<file path="config.mk">
export PLATFORM = sky130hd
export DESIGN_NAME = pn2d_fade
export DESIGN_NICKNAME = d
export VERILOG_FILES = /design/src/pn2d_pkg.sv /design/src/pn2d_fade.sv
export SDC_FILE = /design/constraint.sdc
export NUM_CORES = 2
export LEC_CHECK = 0
export BUFFER_PORTS_ARGS = -buffer_cell sky130_fd_sc_hd__buf_2
export CAP_MARGIN = 20
export CORE_MARGIN = 3
export CORE_UTILIZATION = 30
export CTS_CLUSTER_DIAMETER = 40
export DETAILED_ROUTE_END_ITERATION = 16
export GPL_TIMING_DRIVEN = 0
export HOLD_SLACK_MARGIN = 0.1
export SYNTH_ARGS = -nofsm -noshare
export SYNTH_HDL_FRONTEND = slang
export SYNTH_SLANG_ARGS = --single-unit
</file>
<file path="constraint.sdc">
create_clock -name clk -period 6.7 [get_ports clk]
set_input_delay 1.34 -clock clk [delete_from_list [all_inputs] [get_ports clk]]
set_output_delay 1.34 -clock clk [all_outputs]
set_load 0.05 [all_outputs]
</file>
<file path="src/pn2d_pkg.sv">
// Package for the 2-D improved gradient noise block: constants, permutation table
// and gradient helper. No dependencies.
`timescale 1ns / 1ps
package pn2d_pkg;
  localparam int FRAC_BITS_DEF = 16;
  localparam int COORD_W = 24;
  localparam int CFG_W = 32;
  localparam int OUT_W = 32;
  localparam int REG_RANGE_LOW = 0;
  localparam int REG_RANGE_HIGH = 1;

  localparam logic [7:0] PERM [256] = '{
    8'd151,8'd160,8'd137,8'd91,8'd90,8'd15,8'd131,8'd13,8'd201,8'd95,8'd96,8'd53,8'd194,
    8'd233,8'd7,8'd225,8'd140,8'd36,8'd103,8'd30,8'd69,8'd142,8'd8,8'd99,8'd37,8'd240,
    8'd21,8'd10,8'd23,8'd190,8'd6,8'd148,8'd247,8'd120,8'd234,8'd75,8'd0,8'd26,8'd197,
    8'd62,8'd94,8'd252,8'd219,8'd203,8'd117,8'd35,8'd11,8'd32,8'd57,8'd177,8'd33,8'd88,
    8'd237,8'd149,8'd56,8'd87,8'd174,8'd20,8'd125,8'd136,8'd171,8'd168,8'd68,8'd175,
    8'd74,8'd165,8'd71,8'd134,8'd139,8'd48,8'd27,8'd166,8'd77,8'd146,8'd158,8'd231,8'd83,
    8'd111,8'd229,8'd122,8'd60,8'd211,8'd133,8'd230,8'd220,8'd105,8'd92,8'd41,8'd55,
    8'd46,8'd245,8'd40,8'd244,8'd102,8'd143,8'd54,8'd65,8'd25,8'd63,8'd161,8'd1,8'd216,
    8'd80,8'd73,8'd209,8'd76,8'd132,8'd187,8'd208,8'd89,8'd18,8'd169,8'd200,8'd196,
    8'd135,8'd130,8'd116,8'd188,8'd159,8'd86,8'd164,8'd100,8'd109,8'd198,8'd173,8'd186,
    8'd3,8'd64,8'd52,8'd217,8'd226,8'd250,8'd124,8'd123,8'd5,8'd202,8'd38,8'd147,8'd118,
    8'd126,8'd255,8'd82,8'd85,8'd212,8'd207,8'd206,8'd59,8'd227,8'd47,8'd16,8'd58,8'd17,
    8'd182,8'd189,8'd28,8'd42,8'd223,8'd183,8'd170,8'd213,8'd119,8'd248,8'd152,8'd2,
    8'd44,8'd154,8'd163,8'd70,8'd221,8'd153,8'd101,8'd155,8'd167,8'd43,8'd172,8'd9,
    8'd129,8'd22,8'd39,8'd253,8'd19,8'd98,8'd108,8'd110,8'd79,8'd113,8'd224,8'd232,
    8'd178,8'd185,8'd112,8'd104,8'd218,8'd246,8'd97,8'd228,8'd251,8'd34,8'd242,8'd193,
    8'd238,8'd210,8'd144,8'd12,8'd191,8'd179,8'd162,8'd241,8'd81,8'd51,8'd145,8'd235,
    8'd249,8'd14,8'd239,8'd107,8'd49,8'd192,8'd214,8'd31,8'd181,8'd199,8'd106,8'd157,
    8'd184,8'd84,8'd204,8'd176,8'd115,8'd121,8'd50,8'd45,8'd127,8'd4,8'd150,8'd254,
    8'd138,8'd236,8'd205,8'd93,8'd222,8'd114,8'd67,8'd29,8'd24,8'd72,8'd243,8'd141,
    8'd128,8'd195,8'd78,8'd66,8'd215,8'd61,8'd156,8'd180};

  // gradient dot product, 16 improved-noise cases; dx, dy signed 26 bit
  function automatic logic signed [27:0] slope(input logic [3:0] h,
                                               input logic signed [25:0] dx,
                                               input logic signed [25:0] dy);
    logic signed [27:0] u;
    logic signed [27:0] v;
    u = (h < 4'd8) ? 28'(dx) : 28'(dy);
    v = (h < 4'd4) ? 28'(dy) : ((h == 4'd12 || h == 4'd14) ? 28'(dx) : 28'sd0);
    if (h[0]) u = -u;
    if (h[1]) v = -v;
    slope = u + v;
  endfunction
endpackage

</file>
<file path="src/pn2d_fade.sv">
// Three-stage quintic fade curve 6t^5-15t^4+10t^3 on one fraction.
// Depends on pn2d_pkg for the default of FRAC_BITS.
`timescale 1ns / 1ps
module pn2d_fade #(
  parameter int FRAC_BITS = pn2d_pkg::FRAC_BITS_DEF
) (
  input  logic                   clk,
  input  logic                   en,
  input  logic [FRAC_BITS-1:0]   frac,
  output logic [FRAC_BITS:0]     weight
);
  localparam int FW = FRAC_BITS;
  logic [FW-1:0]   f1_r, f1_nxt;
  logic [FW-1:0]   t2_r, t2_nxt;
  logic [FW-1:0]   t3_r, t3_nxt;
  logic [FW+4:0]   p_r, p_nxt;
  logic [2*FW-1:0] sq;
  logic [2*FW-1:0] cu;
  logic [2*FW+4:0] pr;
  logic [FW:0]     w_r, w_nxt;

  always_comb begin
    sq = {{FW{1'b0}}, frac} * {{FW{1'b0}}, frac};
    t2_nxt = sq[2*FW-1:FW];
    f1_nxt = frac;
    cu = {{FW{1'b0}}, t2_r} * {{FW{1'b0}}, f1_r};
    t3_nxt = cu[2*FW-1:FW];
    p_nxt = (FW+5)'(6) * (FW+5)'(t2_r) + ((FW+5)'(10) << FW) - (FW+5)'(15) * (FW+5)'(f1_r);
    pr = (2*FW+5)'(t3_r) * (2*FW+5)'(p_r);
    w_nxt = pr[2*FW:FW];
  end

  always_ff @(posedge clk) begin
    if (en) begin
      f1_r <= f1_nxt;
      t2_r <= t2_nxt;
      t3_r <= t3_nxt;
      p_r  <= p_nxt;
      w_r  <= w_nxt;
    end
  end
  assign weight = w_r;
endmodule

</file>
==> impl_table.tex <==
\begin{tabular}{lr}
\hline
Metric & Value \\
\hline
\multicolumn{2}{l}{\textbf{Logic synthesis}} \\
\quad Gate Count Post-Synth & between 3,000 and 4,000 \\
\quad Synth Area in Simple Gates & 0.141 \\
\quad Total number of yosys warnings & 0 \\
\quad Adder-cell share of the synthesized area & 0.585 \\
\quad Compound-cell area share of the yosys netlist & 0.0473 \\
\quad Number of synthesized flops with an enable pin & between 80 and 90 \\
\quad Post-Synth XOR/XNOR Area & 0.0269 \\
\quad Primary flip-flop cell chosen by synthesis mapping & sky130\_fd\_sc\_hd\_\_edfxtp\_1 \\
\quad Top area cells in the synthesized netlist & sky130\_fd\_sc\_hd\_\_fa\_1, sky130\_fd\_sc\_hd\_\_ha\_1, sky130\_fd\_sc\_hd\_\_inv\_1 \\
\quad Mean area per synthesized cell & around 9.5 µm² \\
\quad Mux cell area share after synthesis & 0.000376 \\
\quad Synth cell types & 62 \\
\quad Cell area after technology mapping & around 0.030 mm² \\
\quad Number of synthesized register bits & 86 \\
\quad Combinational family with the most area after synthesis & adder cells \\
\quad Ys async rst share & 0 \\
\quad Cell type with the largest total area after synthesis & sky130\_fd\_sc\_hd\_\_fa\_1 \\
\quad Post-synthesis sequential area ratio & 0.0862 \\
\quad Net count after synthesis & about 4,200 \\
\quad Area share of the leading cell type in the synthesized netlist & 0.441 \\
\multicolumn{2}{l}{\textbf{Worst setup path}} \\
\quad Highest net fanout along the worst path & 4 \\
\quad Required time worst endpoint & 6.83 ns \\
\quad Setup crit end kind & flip-flop \\
\quad Crit path launch type & input pin \\
\quad Class of the most critical setup path & input pin to flip-flop \\
\quad Worst Path Arrival & 6.79 ns \\
\multicolumn{2}{l}{\textbf{Place}} \\
\quad Input/output buffers & 34 \\
\quad Final weighted congestion in routability-driven placement & between 0.9 and 1 \\
\quad Number of placed instances, taps included & around 4,500 \\
\quad Post-placement setup slack & -0.894 ns \\
\quad Detailed-placement wirelength estimate & between 60 and 70 mm \\
\multicolumn{2}{l}{\textbf{Final layout}} \\
\quad Commonest cells after routing, fill and taps aside & sky130\_fd\_sc\_hd\_\_inv\_1, sky130\_fd\_sc\_hd\_\_fa\_1, sky130\_fd\_sc\_hd\_\_nand2\_1 \\
\quad Final antenna diode count & 0 \\
\quad Fin cells & between 4,000 and 5,000 \\
\quad Area of the multi-input gates & between 0.02 and 0.025 mm² \\
\quad Fraction of final layout cells with drive strength greater than 1 & 0.0849 \\
\quad Most frequent standard cell in the layout excluding fill and tap cells & sky130\_fd\_sc\_hd\_\_inv\_1 \\
\quad Number of fillers in the final layout & $\sim$10,000 \\
\quad Register cell area after layout & 0.00258 mm² \\
\quad Final \#Nets & around 4,300 \\
\quad Layout-stage area growth over the synthesis result & 10.9\% \\
\multicolumn{2}{l}{\textbf{Route}} \\
\quad Initial drt markers & $\sim$1,000 \\
\quad Average wire length per cell after detail routing & between 15 and 20 µm \\
\quad Antenna viol nets, final & 0 \\
\quad Via density per instance & 4.58 \\
\quad First-pass iteration count of the detailed router & 5 \\
\quad Final WL & between 70 and 80 mm \\
\quad DR vias & roughly 21,000 \\
\quad DRC errors left & 0 \\
\multicolumn{2}{l}{\textbf{Clock tree}} \\
\quad Maximum root-to-sink buffer count & 2 \\
\quad Worst-path clk slew & about 0.07 ns \\
\quad Clock network latency to the later pin of the worst-skew pair & roughly 0.39 ns \\
\quad Maximum level of the CTS H-tree & 3 \\
\quad Root buffer selected by CTS & sky130\_fd\_sc\_hd\_\_clkbuf\_16 \\
\quad Clock buffers created by TritonCTS & 9 \\
\quad TritonCTS clock tree & built \\
\quad Number of clock sinks seen by CTS & 86 \\
\multicolumn{2}{l}{\textbf{Global routing}} \\
\quad Overall fraction of global-route tracks in use & 0.148 \\
\quad Via count of the first global-routing pass & between 20,000 and 25,000 \\
\quad Sum of overflow across all layers after global routing & 0 \\
\quad Largest net degree at the start of global routing & 73 \\
\quad Antenna violations before repair & 4 \\
\quad First-pass GRT wire length & 121 mm \\
\multicolumn{2}{l}{\textbf{Timing}} \\
\quad Final cycle utilization of the critical path & 0.995 \\
\quad RSZ-0062 raised after global routing & yes \\
\quad Tmin final & $\sim$6.7 ns \\
\quad Final critical-path setup slack & around 0.036 ns \\
\quad Hold Worst Slack & $\sim$0.73 ns \\
\quad Finish-stage setup viols & 0 \\
\quad Highest clock rate & between 0.15 and 0.2 GHz \\
\quad Final worst clock skew & approximately 0.015 ns \\
\quad Max-slew headroom & 0.492 \\
\quad Worst Tran Pin Value & $\sim$0.76 ns \\
\quad Max-slew violation total from the final report & 0 \\
\quad Number of hold violations in the final report & 0 \\
\quad Summed negative setup slack over all endpoints & 0 ns \\
\multicolumn{2}{l}{\textbf{Die}} \\
\quad Standard cell core area & between 0.09 and 0.1 mm² \\
\quad Number of core rows & $\sim$120 \\
\quad Die Span X & around 320 µm \\
\quad I/O pin cnt & 35 \\
\quad Die extent in y & between 300 and 400 µm \\
\quad Initial cell density of the core & 0.304 \\
\quad Die footprint & just over 0.1 mm² \\
\multicolumn{2}{l}{\textbf{Flow run}} \\
\quad Count of maximum capacitance violations & 0 \\
\multicolumn{2}{l}{\textbf{Status}} \\
\quad Status & finished clean \\
\multicolumn{2}{l}{\textbf{Worst hold path}} \\
\quad Worst Hold Class & flip-flop to flip-flop \\
\hline
\end{tabular}
[sequential cells by signal, indices dropped and copies added, names as in the netlist]
register	cells
f1_r	16
t3_r	16
p_r	21
t2_r	16
weight	17
[path summary, 6_finish.rpt]
check	startpoint	endpoint	slack [ns]	cells after the start
min reg2reg	f1_r[0]	p_r[0]	0.73	0
max	frac[8]	t2_r[15]	0.04	23
min	f1_r[0]	p_r[0]	0.73	0
max reg2reg	p_r[10]	weight[16]	0.19	22
[logic make-up after synthesis]
kind of cell             after synthesis
flip-flops                            86
adder cells (fa/ha/maj)             1006
AND/OR/NAND/NOR                      872
buffers and inverters                897
XOR/XNOR                              92
multiplexers                           1
AO/OA/AOI/OAI                        198
[through the flow]
stage / utilization / instance area (µm²)
after floorplan: - / 30100
after global placement: 0.323 / 31900
after detailed placement: 0.323 / 31900
after CTS: 0.328 / 32400
after global routing: 0.337 / 33200
final: 0.337 / 33200
[area by class of cell]
cell class | count | area share
multi-input combinational | 2169 | 0.727
inverter | 796 | 0.0899
sequential | 86 | 0.0777
tap | 1287 | 0.0485
timing repair buffer | 124 | 0.0287
buffer | 95 | 0.0200
clock buffer | 11 | 0.00701
clock inverter | 5 | 0.00132
[critical path: stages]
cell and delay, ns:
sky130_fd_sc_hd__buf_12 0.10, sky130_fd_sc_hd__clkbuf_16 0.14, sky130_fd_sc_hd__and2_4 0.14, sky130_fd_sc_hd__fa_1 0.51
sky130_fd_sc_hd__inv_2 0.04, sky130_fd_sc_hd__fa_1 0.51, sky130_fd_sc_hd__inv_2 0.04, sky130_fd_sc_hd__fa_1 0.48
sky130_fd_sc_hd__fa_1 0.51, sky130_fd_sc_hd__fa_1 0.51, sky130_fd_sc_hd__inv_1 0.05, sky130_fd_sc_hd__fa_1 0.49
sky130_fd_sc_hd__inv_2 0.04, sky130_fd_sc_hd__ha_4 0.22, sky130_fd_sc_hd__a211oi_2 0.23, sky130_fd_sc_hd__o21ai_1 0.10
sky130_fd_sc_hd__a21o_1 0.19, sky130_fd_sc_hd__a21oi_2 0.19, sky130_fd_sc_hd__a31oi_4 0.15, sky130_fd_sc_hd__a32oi_4 0.28
sky130_fd_sc_hd__o21ai_2 0.12, sky130_fd_sc_hd__o41ai_2 0.32, sky130_fd_sc_hd__xnor2_1 0.09
[synth_stat cells, drive strengths merged, types with 2 or more instances]
cell type    n
o41ai        3
a31oi        3
nand2      403
ha         346
clkbuf      99
o21a        13
nor2b       10
o21bai      10
nor3        13
o21ai       41
fa         660
a2bb2oi      2
a21boi       6
nor2        72
o211ai       6
edfxtp      86
nand3       17
xnor2       62
buf          2
a21o        29
o41a         2
and3         9
and2       315
a21oi       55
xor2        30
inv        796
or2          6
nand2b      11
a211oi       7
nor4         3
nand4       11
o31ai        3
o211a        4
a211o        4
[what timing repair did]
action	CTS	global route
gates resized for setup	64	176
buffers inserted	13	74
pin swaps	4	30
hold buffers	0	0
endpoints found under the setup margin	24	26
gates cloned	0	2
[layer usage]
layer / wire, µm / global-route usage
met1: 33400 / 0.206
met2: 34800 / 0.248
met3: 4500 / 0.0207
met4: 1240 / 0.0271
met5: 0 / 0
Power is not shown: default switching activity piles up to over one toggle a cycle in this logic, so the estimate is an artifact.
