<file path="config.mk">
export PLATFORM = sky130hd
export DESIGN_NAME = pn2d_lerp
export DESIGN_NICKNAME = d
export VERILOG_FILES = /design/src/pn2d_pkg.sv /design/src/pn2d_lerp.sv
export SDC_FILE = /design/constraint.sdc
export NUM_CORES = 1
export LEC_CHECK = 0
export BUFFER_PORTS_ARGS = -buffer_cell sky130_fd_sc_hd__buf_2
export CORE_UTILIZATION = 56
export DETAILED_ROUTE_END_ITERATION = 16
export PLACE_DENSITY = 0.73
export RECOVER_POWER = 50
export SKIP_CTS_REPAIR_TIMING = 1
export SLEW_MARGIN = 20
export SYNTH_ARGS = -nofsm -noshare
export SYNTH_HDL_FRONTEND = slang
export SYNTH_SLANG_ARGS = --single-unit
</file>
<file path="constraint.sdc">
create_clock -name clk -period 13.89 [get_ports clk]
set_input_delay 0.6945 -clock clk [delete_from_list [all_inputs] [get_ports clk]]
set_output_delay 0.6945 -clock clk [all_outputs]
set_load 0.005 [all_outputs]
</file>
<file path="src/pn2d_pkg.sv">
// Package for the 2-D improved gradient noise block: constants, permutation table
// and gradient helper. No dependencies.
`timescale 1ns / 1ps
package pn2d_pkg;
  localparam int FRAC_BITS_DEF = 16;
  localparam int COORD_W = 24;
  localparam int CFG_W = 32;
  localparam int OUT_W = 32;
  localparam int REG_RANGE_LOW = 0;
  localparam int REG_RANGE_HIGH = 1;

  localparam logic [7:0] PERM [256] = '{
    8'd151,8'd160,8'd137,8'd91,8'd90,8'd15,8'd131,8'd13,8'd201,8'd95,8'd96,8'd53,8'd194,
    8'd233,8'd7,8'd225,8'd140,8'd36,8'd103,8'd30,8'd69,8'd142,8'd8,8'd99,8'd37,8'd240,
    8'd21,8'd10,8'd23,8'd190,8'd6,8'd148,8'd247,8'd120,8'd234,8'd75,8'd0,8'd26,8'd197,
    8'd62,8'd94,8'd252,8'd219,8'd203,8'd117,8'd35,8'd11,8'd32,8'd57,8'd177,8'd33,8'd88,
    8'd237,8'd149,8'd56,8'd87,8'd174,8'd20,8'd125,8'd136,8'd171,8'd168,8'd68,8'd175,
    8'd74,8'd165,8'd71,8'd134,8'd139,8'd48,8'd27,8'd166,8'd77,8'd146,8'd158,8'd231,8'd83,
    8'd111,8'd229,8'd122,8'd60,8'd211,8'd133,8'd230,8'd220,8'd105,8'd92,8'd41,8'd55,
    8'd46,8'd245,8'd40,8'd244,8'd102,8'd143,8'd54,8'd65,8'd25,8'd63,8'd161,8'd1,8'd216,
    8'd80,8'd73,8'd209,8'd76,8'd132,8'd187,8'd208,8'd89,8'd18,8'd169,8'd200,8'd196,
    8'd135,8'd130,8'd116,8'd188,8'd159,8'd86,8'd164,8'd100,8'd109,8'd198,8'd173,8'd186,
    8'd3,8'd64,8'd52,8'd217,8'd226,8'd250,8'd124,8'd123,8'd5,8'd202,8'd38,8'd147,8'd118,
    8'd126,8'd255,8'd82,8'd85,8'd212,8'd207,8'd206,8'd59,8'd227,8'd47,8'd16,8'd58,8'd17,
    8'd182,8'd189,8'd28,8'd42,8'd223,8'd183,8'd170,8'd213,8'd119,8'd248,8'd152,8'd2,
    8'd44,8'd154,8'd163,8'd70,8'd221,8'd153,8'd101,8'd155,8'd167,8'd43,8'd172,8'd9,
    8'd129,8'd22,8'd39,8'd253,8'd19,8'd98,8'd108,8'd110,8'd79,8'd113,8'd224,8'd232,
    8'd178,8'd185,8'd112,8'd104,8'd218,8'd246,8'd97,8'd228,8'd251,8'd34,8'd242,8'd193,
    8'd238,8'd210,8'd144,8'd12,8'd191,8'd179,8'd162,8'd241,8'd81,8'd51,8'd145,8'd235,
    8'd249,8'd14,8'd239,8'd107,8'd49,8'd192,8'd214,8'd31,8'd181,8'd199,8'd106,8'd157,
    8'd184,8'd84,8'd204,8'd176,8'd115,8'd121,8'd50,8'd45,8'd127,8'd4,8'd150,8'd254,
    8'd138,8'd236,8'd205,8'd93,8'd222,8'd114,8'd67,8'd29,8'd24,8'd72,8'd243,8'd141,
    8'd128,8'd195,8'd78,8'd66,8'd215,8'd61,8'd156,8'd180};

  // gradient dot product, 16 improved-noise cases; dx, dy signed 26 bit
  function automatic logic signed [27:0] slope(input logic [3:0] h,
                                               input logic signed [25:0] dx,
                                               input logic signed [25:0] dy);
    logic signed [27:0] u;
    logic signed [27:0] v;
    u = (h < 4'd8) ? 28'(dx) : 28'(dy);
    v = (h < 4'd4) ? 28'(dy) : ((h == 4'd12 || h == 4'd14) ? 28'(dx) : 28'sd0);
    if (h[0]) u = -u;
    if (h[1]) v = -v;
    slope = u + v;
  endfunction
endpackage

</file>
<file path="src/pn2d_lerp.sv">
// Registered blend a + ((w*(b-a))>>F), one multiply per stage.
// Depends on pn2d_pkg only for the default of FRAC_BITS.
`timescale 1ns / 1ps
module pn2d_lerp #(
  parameter int FRAC_BITS = pn2d_pkg::FRAC_BITS_DEF
) (
  input  logic                clk,
  input  logic                en,
  input  logic [FRAC_BITS:0]  w,
  input  logic signed [27:0]  a,
  input  logic signed [27:0]  b,
  output logic signed [27:0]  y
);
  logic signed [28:0] d;
  logic signed [FRAC_BITS+30:0] m;
  logic signed [27:0] y_r, y_nxt;
  always_comb begin
    d = 29'(b) - 29'(a);
    m = $signed({1'b0, w}) * d;
    y_nxt = a + 28'(m >>> FRAC_BITS);
  end
  always_ff @(posedge clk) begin
    if (en) y_r <= y_nxt;
  end
  assign y = y_r;
endmodule

</file>
==> results of run 1 <==
-- routing by layer --
| layer | global-route usage (%) | up-vias |
|---|---|---|
| met5 | 0 | - |
| met4 | 8.40 | 0 |
| met3 | 3.50 | 121 |
| met2 | 50.8 | 444 |
| met1 | 35.3 | 7552 |
| li1 | - | 6673 |
-- cell usage after synthesis (all sizes together) (2+ instances only) --
cell type,instances,share of area (%)
xnor2,67,3.0
o21ai,37,0.93
ha,160,10
nor2b,46,1.4
buf,2,0.038
edfxtp,28,4.2
nand4,7,0.22
a211oi,8,0.35
nand2b,15,0.47
a21o,15,0.57
nand2,230,4.3
clkbuf,80,1.5
inv,621,12
a2111oi,5,0.31
and2,239,7.5
fa,456,46
o41ai,3,0.13
and4,3,0.14
o31a,5,0.22
a22o,2,0.088
o21a,12,0.45
o21bai,16,0.60
a31oi,5,0.16
nor3,7,0.18
o211ai,5,0.19
a21oi,69,1.7
xor2,21,0.93
nand3,17,0.43
nor2,33,0.62
o31ai,3,0.11
and3,4,0.13
o2111ai,2,0.088
-- worst max-delay path, delay by kind of cell --
family                   cells  cell delay, ns
AO/OA/AOI/OAI               19            4.39
XOR/XNOR                     3            1.42
adder cells (fa/ha/maj)     10            4.08
buffers and inverters        8            0.78
AND/OR/NAND/NOR              5            0.79
-- cells by family after synthesis --
family | after synthesis | share of synthesized area (%)
buf+inv | 703 | 13.3
compound gates | 197 | 6.50
xor+xnor | 89 | 4.04
flops | 28 | 4.23
simple gates | 611 | 15.9
fa+ha+maj | 616 | 56.0
-- layout make-up --
class / instances / area, um^2
multi-input cells: 1513 / 16500
flip-flops and latches: 28 / 841
fillers: 3032 / 13700
repair buffers: 129 / 708
well taps: 455 / 569
clock buffers: 3 / 75.1
inverters: 621 / 2330
-- worst paths after layout --
kind / startpoint / depth (start not counted) / end / slack [ns]
worst max-delay path: a[0] / 45 / y[27] / 1.76
worst min-delay path: a[0] / 2 / y[0] / 0.73
-- through the flow --
| stage | cells | setup WS [ns] | utilization [%] | instance area [um^2] |
|---|---|---|---|---|
| after floorplan | 2244 | 3.35 | - | 19900 |
| after global placement | 2746 | 1.90 | 60.3 | 20900 |
| after detailed placement | 2746 | 1.64 | 60.3 | 20900 |
| after CTS | 2749 | 1.88 | 60.6 | 21000 |
| after global routing | 2749 | 1.14 | 60.6 | 21000 |
| final | 2749 | 1.76 | 60.6 | 21000 |
==> flow_metrics.env, run 1 <==
export IMPL_dr_max_layer_used="met4"
export IMPL_cts_buffers=3
export IMPL_worst_slew_pin_slew_ns=1.72
export IMPL_crit_path_end_kind="flip-flop"
export IMPL_critPathSlowestCell="o31ai_1"
export IMPL_period_share_pct=87.3
export IMPL_num_io_pins=103
export IMPL_grt_pass1_vias=16000
export IMPL_first_pass_iters=5
export IMPL_initial_core_util_pct=57.2
export IMPL_synth_area_um2=19900
export IMPL_setup_tns_ns=0
export IMPL_clock_sinks=28
export IMPL_drive_gt1_share_pct=6.67
export IMPL_synth_edf_count=28
export IMPL_max_stage_delay_ns=0.79
export IMPL_ys_ff_latch=28
export IMPL_grt_max_degree=30
export IMPL_worstPathMaxFanout=9
export IMPL_cp_data_arrival_time_ns=12.16
export IMPL_met1_length_um=19400
export IMPL_yosys_warnings=0
export IMPL_hold_viol_final=0
export IMPL_maxCapViolCount=1
export IMPL_num_rows=68
export IMPL_wl_met2_um=24800
export IMPL_async_flop_share_pct=0
export IMPL_die_area_um2=36200
export IMPL_nets=2987
export IMPL_hp_class="input pin to flip-flop"
export IMPL_grt_pass1_wl_um=79800
export IMPL_postSynthAreaPerCell_um2=8.85
export IMPL_maxSlewHeadroom_pct=-15.0
export IMPL_htree_levels=1
export IMPL_wl_met3_um=2410
export IMPL_syn_num_nets=2935
export IMPL_post_route_min_period_ns=12.13
export IMPL_grt_usage_pct=28.2
export IMPL_antenna_found_initial=1
export IMPL_final_common_cell="inv_1"
export IMPL_status="complete, but fails checks"
export IMPL_syn_inst=2244
export IMPL_antenna_cells=0
export IMPL_detail_route_vias_per_cell=5.38
export IMPL_failed_checks="capacitance limit, slew limit"
export IMPL_fin_hold_ws_ns=0.735
export IMPL_portBuffers=102
export IMPL_syn_to_final_growth_pct=5.83
export IMPL_clock_fmax_mhz=82.4
export IMPL_ant_nets=0
export IMPL_cp_required_ns=13.92
export IMPL_die_y_um=190
export IMPL_yosysSeqAreaShare_pct=4.23
export IMPL_dpl_hpwl_um=39100
export IMPL_cpMostUsedCell="fa_1"
export IMPL_clk_pin_slew_ns=0.08
export IMPL_tritoncts="done"
export IMPL_cp_start_kind="input pin"
export IMPL_finalSetupViolCount=0
export IMPL_grt_setup_unrepaired="false"
export IMPL_drc=0
export IMPL_vias=14800
export IMPL_report_final_slew_viol_count=29
export IMPL_largest_register_ffs=28
export IMPL_worstSetupPathType="input pin to flip-flop"
export IMPL_cts_root_buf="clkbuf_16"
export IMPL_die_x_um=190
export IMPL_yosysUniqueCellTypes=59
export IMPL_routed_wl_um=48200
export IMPL_ys_flop_type="edfxtp_1"
export IMPL_initialDrtViolationCount=831
export IMPL_core_area_um2=34700
export IMPL_final_cell_mix="619 x inv_1, 456 x fa_1, 239 x and2_1"
export IMPL_gr_total_overflow=0
export IMPL_clock_path_buffers=2
export IMPL_gp_congestion=0.907
export IMPL_routedWlPerCell_um=17.5
Power of run 1 is not shown: default switching activity piles up to over one toggle a cycle in this logic, so the estimate is an artifact.
==> run 2: changes to the inputs <==
Settings changed: ABC_AREA set to 1.
==> flow_metrics.env, run 2 <==
export IMPL_cp_data_arrival_time_ns=10.61
export IMPL_ys_top_cells_by_count="728 x inv_1, 456 x fa_1, 402 x nand2_1"
export IMPL_critPathSlowestCell="fa_1"
export IMPL_clock_path_buffers=2
export IMPL_tritoncts="done"
export IMPL_syn_num_nets=3326
export IMPL_dpl_hpwl_um=53300
export IMPL_max_stage_delay_ns=0.53
export IMPL_synth_area_um2=20500
export IMPL_worstSetupPathType="input pin to flip-flop"
export IMPL_ys_flop_type="edfxtp_1"
export IMPL_gr_total_overflow=0
export IMPL_fillers=3278
export IMPL_routed_wl_um=62000
export IMPL_die_y_um=193
export IMPL_cts_root_buf="clkbuf_16"
export IMPL_portBuffers=102
export IMPL_final_cell_mix="728 x inv_1, 456 x fa_1, 402 x nand2_1"
export IMPL_drc=2
export IMPL_status="complete, but fails checks"
export IMPL_maxSlewHeadroom_pct=-7.67
export IMPL_die_x_um=193
export IMPL_final_seq_area_um2=841
export IMPL_report_final_slew_viol_count=29
export IMPL_grt_usage_pct=34.0
export IMPL_worst_slew_pin_slew_ns=1.62
export IMPL_first_pass_iters=11
export IMPL_core_area_um2=35800
export IMPL_grt_pass1_wl_um=98000
export IMPL_yosysMostFrequentCell="inv_1"
export IMPL_initial_core_util_pct=57.3
export IMPL_vias=17600
export IMPL_finalSetupViolCount=0
export IMPL_maxCapViolCount=1
export IMPL_cp_required_ns=13.91
export IMPL_routedWlPerCell_um=19.6
export IMPL_grt_max_degree=29
export IMPL_yosysSeqAreaShare_pct=4.10
export IMPL_async_flop_share_pct=0
export IMPL_failed_checks="DRC, capacitance limit, slew limit"
export IMPL_grt_setup_unrepaired="false"
export IMPL_synth_top_area_share_pct=44.5
export IMPL_cp_start_kind="input pin"
export IMPL_clock_sinks=28
export IMPL_multi_input_area_um2=16600
export IMPL_largest_register_ffs=28
export IMPL_period_share_pct=76.3
export IMPL_initialDrtViolationCount=1512
export IMPL_synth_edf_count=28
export IMPL_postSynthAreaPerCell_um2=7.79
export IMPL_clk_pin_slew_ns=0.07
export IMPL_final_common_cell="inv_1"
export IMPL_antenna_found_initial=3
export IMPL_synth_area_leader_cell="fa_1"
export IMPL_crit_path_end_kind="flip-flop"
export IMPL_post_route_min_period_ns=10.59
export IMPL_yosysUniqueCellTypes=47
export IMPL_worstPathMaxFanout=9
export IMPL_drive_gt1_share_pct=5.87
export IMPL_num_io_pins=103
export IMPL_die_area_um2=37400
export IMPL_hold_viol_final=0
export IMPL_ant_nets=0
export IMPL_hp_class="input pin to flip-flop"
export IMPL_grt_pass1_vias=18400
export IMPL_htree_levels=1
export IMPL_yosys_warnings=0
export IMPL_ys_ff_latch=28
export IMPL_yosys_top_cells_area="fa_1 44%, inv_1 13%, ha_1 9.8%, nand2_1 7.3%, nor2_1 6.6%"
export IMPL_syn_to_final_growth_pct=4.84
export IMPL_syn_inst=2635
export IMPL_nets=3383
export IMPL_clock_fmax_mhz=94.4
export IMPL_num_rows=69
export IMPL_cts_buffers=3
export IMPL_detail_route_vias_per_cell=5.57
export IMPL_setup_tns_ns=0
export IMPL_gp_congestion=1.02
[run 2: final cells by class]
type | count | share of cell area [%]
antenna | 3 | 0.0349
clock buffer | 3 | 0.349
clock inverter | 1 | 0.0174
inverter | 739 | 12.9
multi-input combinational | 1804 | 77.3
sequential | 28 | 3.91
tap | 461 | 2.68
timing repair buffer | 116 | 2.83
[run 2: per-stage QoR]
stage,std cells,hold slack [ns],area [um^2],util [%],worst slack [ns]
floorplan,2635,0.807,20500,-,5.27
global placement,3147,1.04,21400,59.8,2.52
detailed placement,3148,1.04,21500,59.9,3.28
CTS,3152,0.764,21500,60.1,3.53
global route,3155,0.763,21500,60.1,2.82
finish,3155,0.758,21500,60.1,3.30
[run 2: worst max-delay path: cells and delay by family]
| family | cells | cell delay, ns |
|---|---|---|
| fa+ha+maj | 10 | 4.45 |
| xor+xnor | 2 | 0.46 |
| buf+inv | 9 | 1.10 |
| compound gates | 10 | 2.60 |
| simple gates | 9 | 1.27 |
[run 2: logic make-up (layout without fill, tap and decap cells)]
family | after synthesis | in the layout | share of synthesized area (%)
XOR/XNOR | 72 | 72 | 3.18
buffers and inverters | 803 | 859 | 14.9
adder cells (fa/ha/maj) | 616 | 616 | 54.2
other | 0 | 3 | 0
flip-flops | 28 | 28 | 4.10
AND/OR/NAND/NOR | 898 | 898 | 17.6
AO/OA/AOI/OAI | 218 | 218 | 6.06
[run 2: layer usage]
metal  GRT usage (%)  routed length (um)
met1            43.6               23600
met5               0                   0
met3            5.77                5190
met4            17.9                3860
met2            55.5               29400
[run 2: worst paths after layout]
check	slack (ns)	startpoint	depth (start not counted)	endpoint
max	3.30	a[0]	40	y[18]
min	0.76	a[0]	2	y[0]
Power of run 2 is left out for the same reason.
==> run 3: changes to the inputs <==
Settings changed: PLACE_DENSITY 0.73 to 0.76.
Clock period 13.89 ns to 8.6 ns, I/O delays scaled along.
==> flow_metrics.env, run 3 (synthesis results as in run 2) <==
export IMPL_num_rows=69
export IMPL_worst_slack_ns=-0.159
export IMPL_hp_class="input pin to flip-flop"
export IMPL_worst_slew_pin_slew_ns=1.64
export IMPL_nets=3889
export IMPL_first_pass_iters=14
export IMPL_grt_usage_pct=35.6
export IMPL_final_cell_mix="687 x inv_1, 493 x buf_4, 437 x fa_1"
export IMPL_final_common_cell="inv_1"
export IMPL_ant_nets=0
export IMPL_clock_fmax_mhz=114
export IMPL_crit_path_end_kind="flip-flop"
export IMPL_failed_checks="DRC, capacitance limit, slew limit, setup timing"
export IMPL_htree_levels=1
export IMPL_maxSlewHeadroom_pct=-9.25
export IMPL_max_stage_delay_ns=0.57
export IMPL_report_final_slew_viol_count=29
export IMPL_clk_pin_slew_ns=0.07
export IMPL_initialDrtViolationCount=1502
export IMPL_die_x_um=193
export IMPL_initial_core_util_pct=57.3
export IMPL_cts_buffers=3
export IMPL_fin_cells=3660
export IMPL_holdPathStages=3
export IMPL_finalSetupViolCount=8
export IMPL_worstPathMaxFanout=5
export IMPL_maxCapViolCount=1
export IMPL_cp_data_arrival_time_ns=8.80
export IMPL_die_y_um=193
export IMPL_die_area_um2=37400
export IMPL_worstSetupPathType="input pin to flip-flop"
export IMPL_hold_path_startpoint="a[0]"
export IMPL_grt_pass1_wl_um=103000
export IMPL_syn_to_final_growth_pct=33.8
export IMPL_cpMostUsedCell="fa_1"
export IMPL_cts_root_buf="clkbuf_16"
export IMPL_period_share_pct=102
export IMPL_post_route_min_period_ns=8.76
export IMPL_cp_required_ns=8.64
export IMPL_clock_path_buffers=2
export IMPL_gr_total_overflow=0
export IMPL_fillers=2464
export IMPL_largest_register_ffs=28
export IMPL_clock_sinks=28
export IMPL_placed_cells=3604
export IMPL_grt_max_degree=29
export IMPL_core_area_um2=35800
export IMPL_num_io_pins=103
export IMPL_routedWlPerCell_um=19.2
export IMPL_hold_end="y[0]"
export IMPL_detail_route_vias_per_cell=5.45
export IMPL_status="complete, but fails checks"
export IMPL_tritoncts="done"
export IMPL_drive_gt1_share_pct=31.2
export IMPL_critPathSlowestCell="fa_1"
export IMPL_grt_setup_unrepaired="true"
export IMPL_portBuffers=102
export IMPL_hold_viol_final=0
export IMPL_gp_congestion=1.00
export IMPL_antenna_found_initial=3
export IMPL_cp_start_kind="input pin"
export IMPL_drc=2
export IMPL_routed_wl_um=70400
export IMPL_vias=19900
export IMPL_grt_pass1_vias=20300
export IMPL_dpl_hpwl_um=57800
[run 3: metrics by stage]
stage	setup WS (ns)	TNS, ns	cell area, um^2	util [%]	hold WS (ns)
CTS	-0.617	-4.59	25100	69.9	0.590
finish	-0.159	-0.586	27500	76.7	0.618
detailed placement	-0.877	-9.54	25000	69.6	0.823
global route	-0.494	-3.97	27500	76.7	0.621
floorplan	0.246	0	20500	-	0.542
global placement	-0.571	-6.92	25000	69.6	0.825
[run 3: final cells by class]
cell class                      count  area (um^2)  area share, %
Clock inverter                      1         30.0          0.109
Inverter                          739         2800           10.2
Timing Repair Buffer              622         4630           16.9
Multi-Input combinational cell   1804        18500           67.4
Clock buffer                        3         75.1          0.273
Sequential cell                    28          841           3.06
Tap cell                          461          577           2.10
Antenna cell                        2         5.00         0.0182
[run 3: critical path: cells and delay by family]
| family | cells | cell delay [ns] |
|---|---|---|
| AOI/OAI and AO/OA | 6 | 0.93 |
| xor gates and xnor gates | 2 | 0.41 |
| adders and majority gates | 10 | 4.16 |
| and+or+nand+nor | 17 | 1.88 |
| buffers and inverters | 11 | 0.97 |
[run 3: how the worst max path moves through the flow]
stage | slack (ns) | cells past startpoint | startpoint | end
4_1_cts | -0.62 | 43 | b[0] | y[27]
6_report | -0.16 | 46 | a[0] | y[27]
3_5_place_dp | -0.88 | 43 | b[0] | y[27]
5_1_grt | -0.49 | 45 | a[0] | y[27]
2_1_floorplan | 0.25 | 44 | b[0] | y[23]
3_3_place_gp | -0.57 | 42 | a[0] | y[27]
[run 3: layer usage]
metal	vias to the layer above	track usage [%]	share of wire (%)
li1	8817	-	-
met1	9836	43.4	36
met2	985	61.5	49
met3	304	4.52	7.3
met4	2	19.2	7.5
met5	-	0	0.018
Power of run 3 is left out for the same reason.
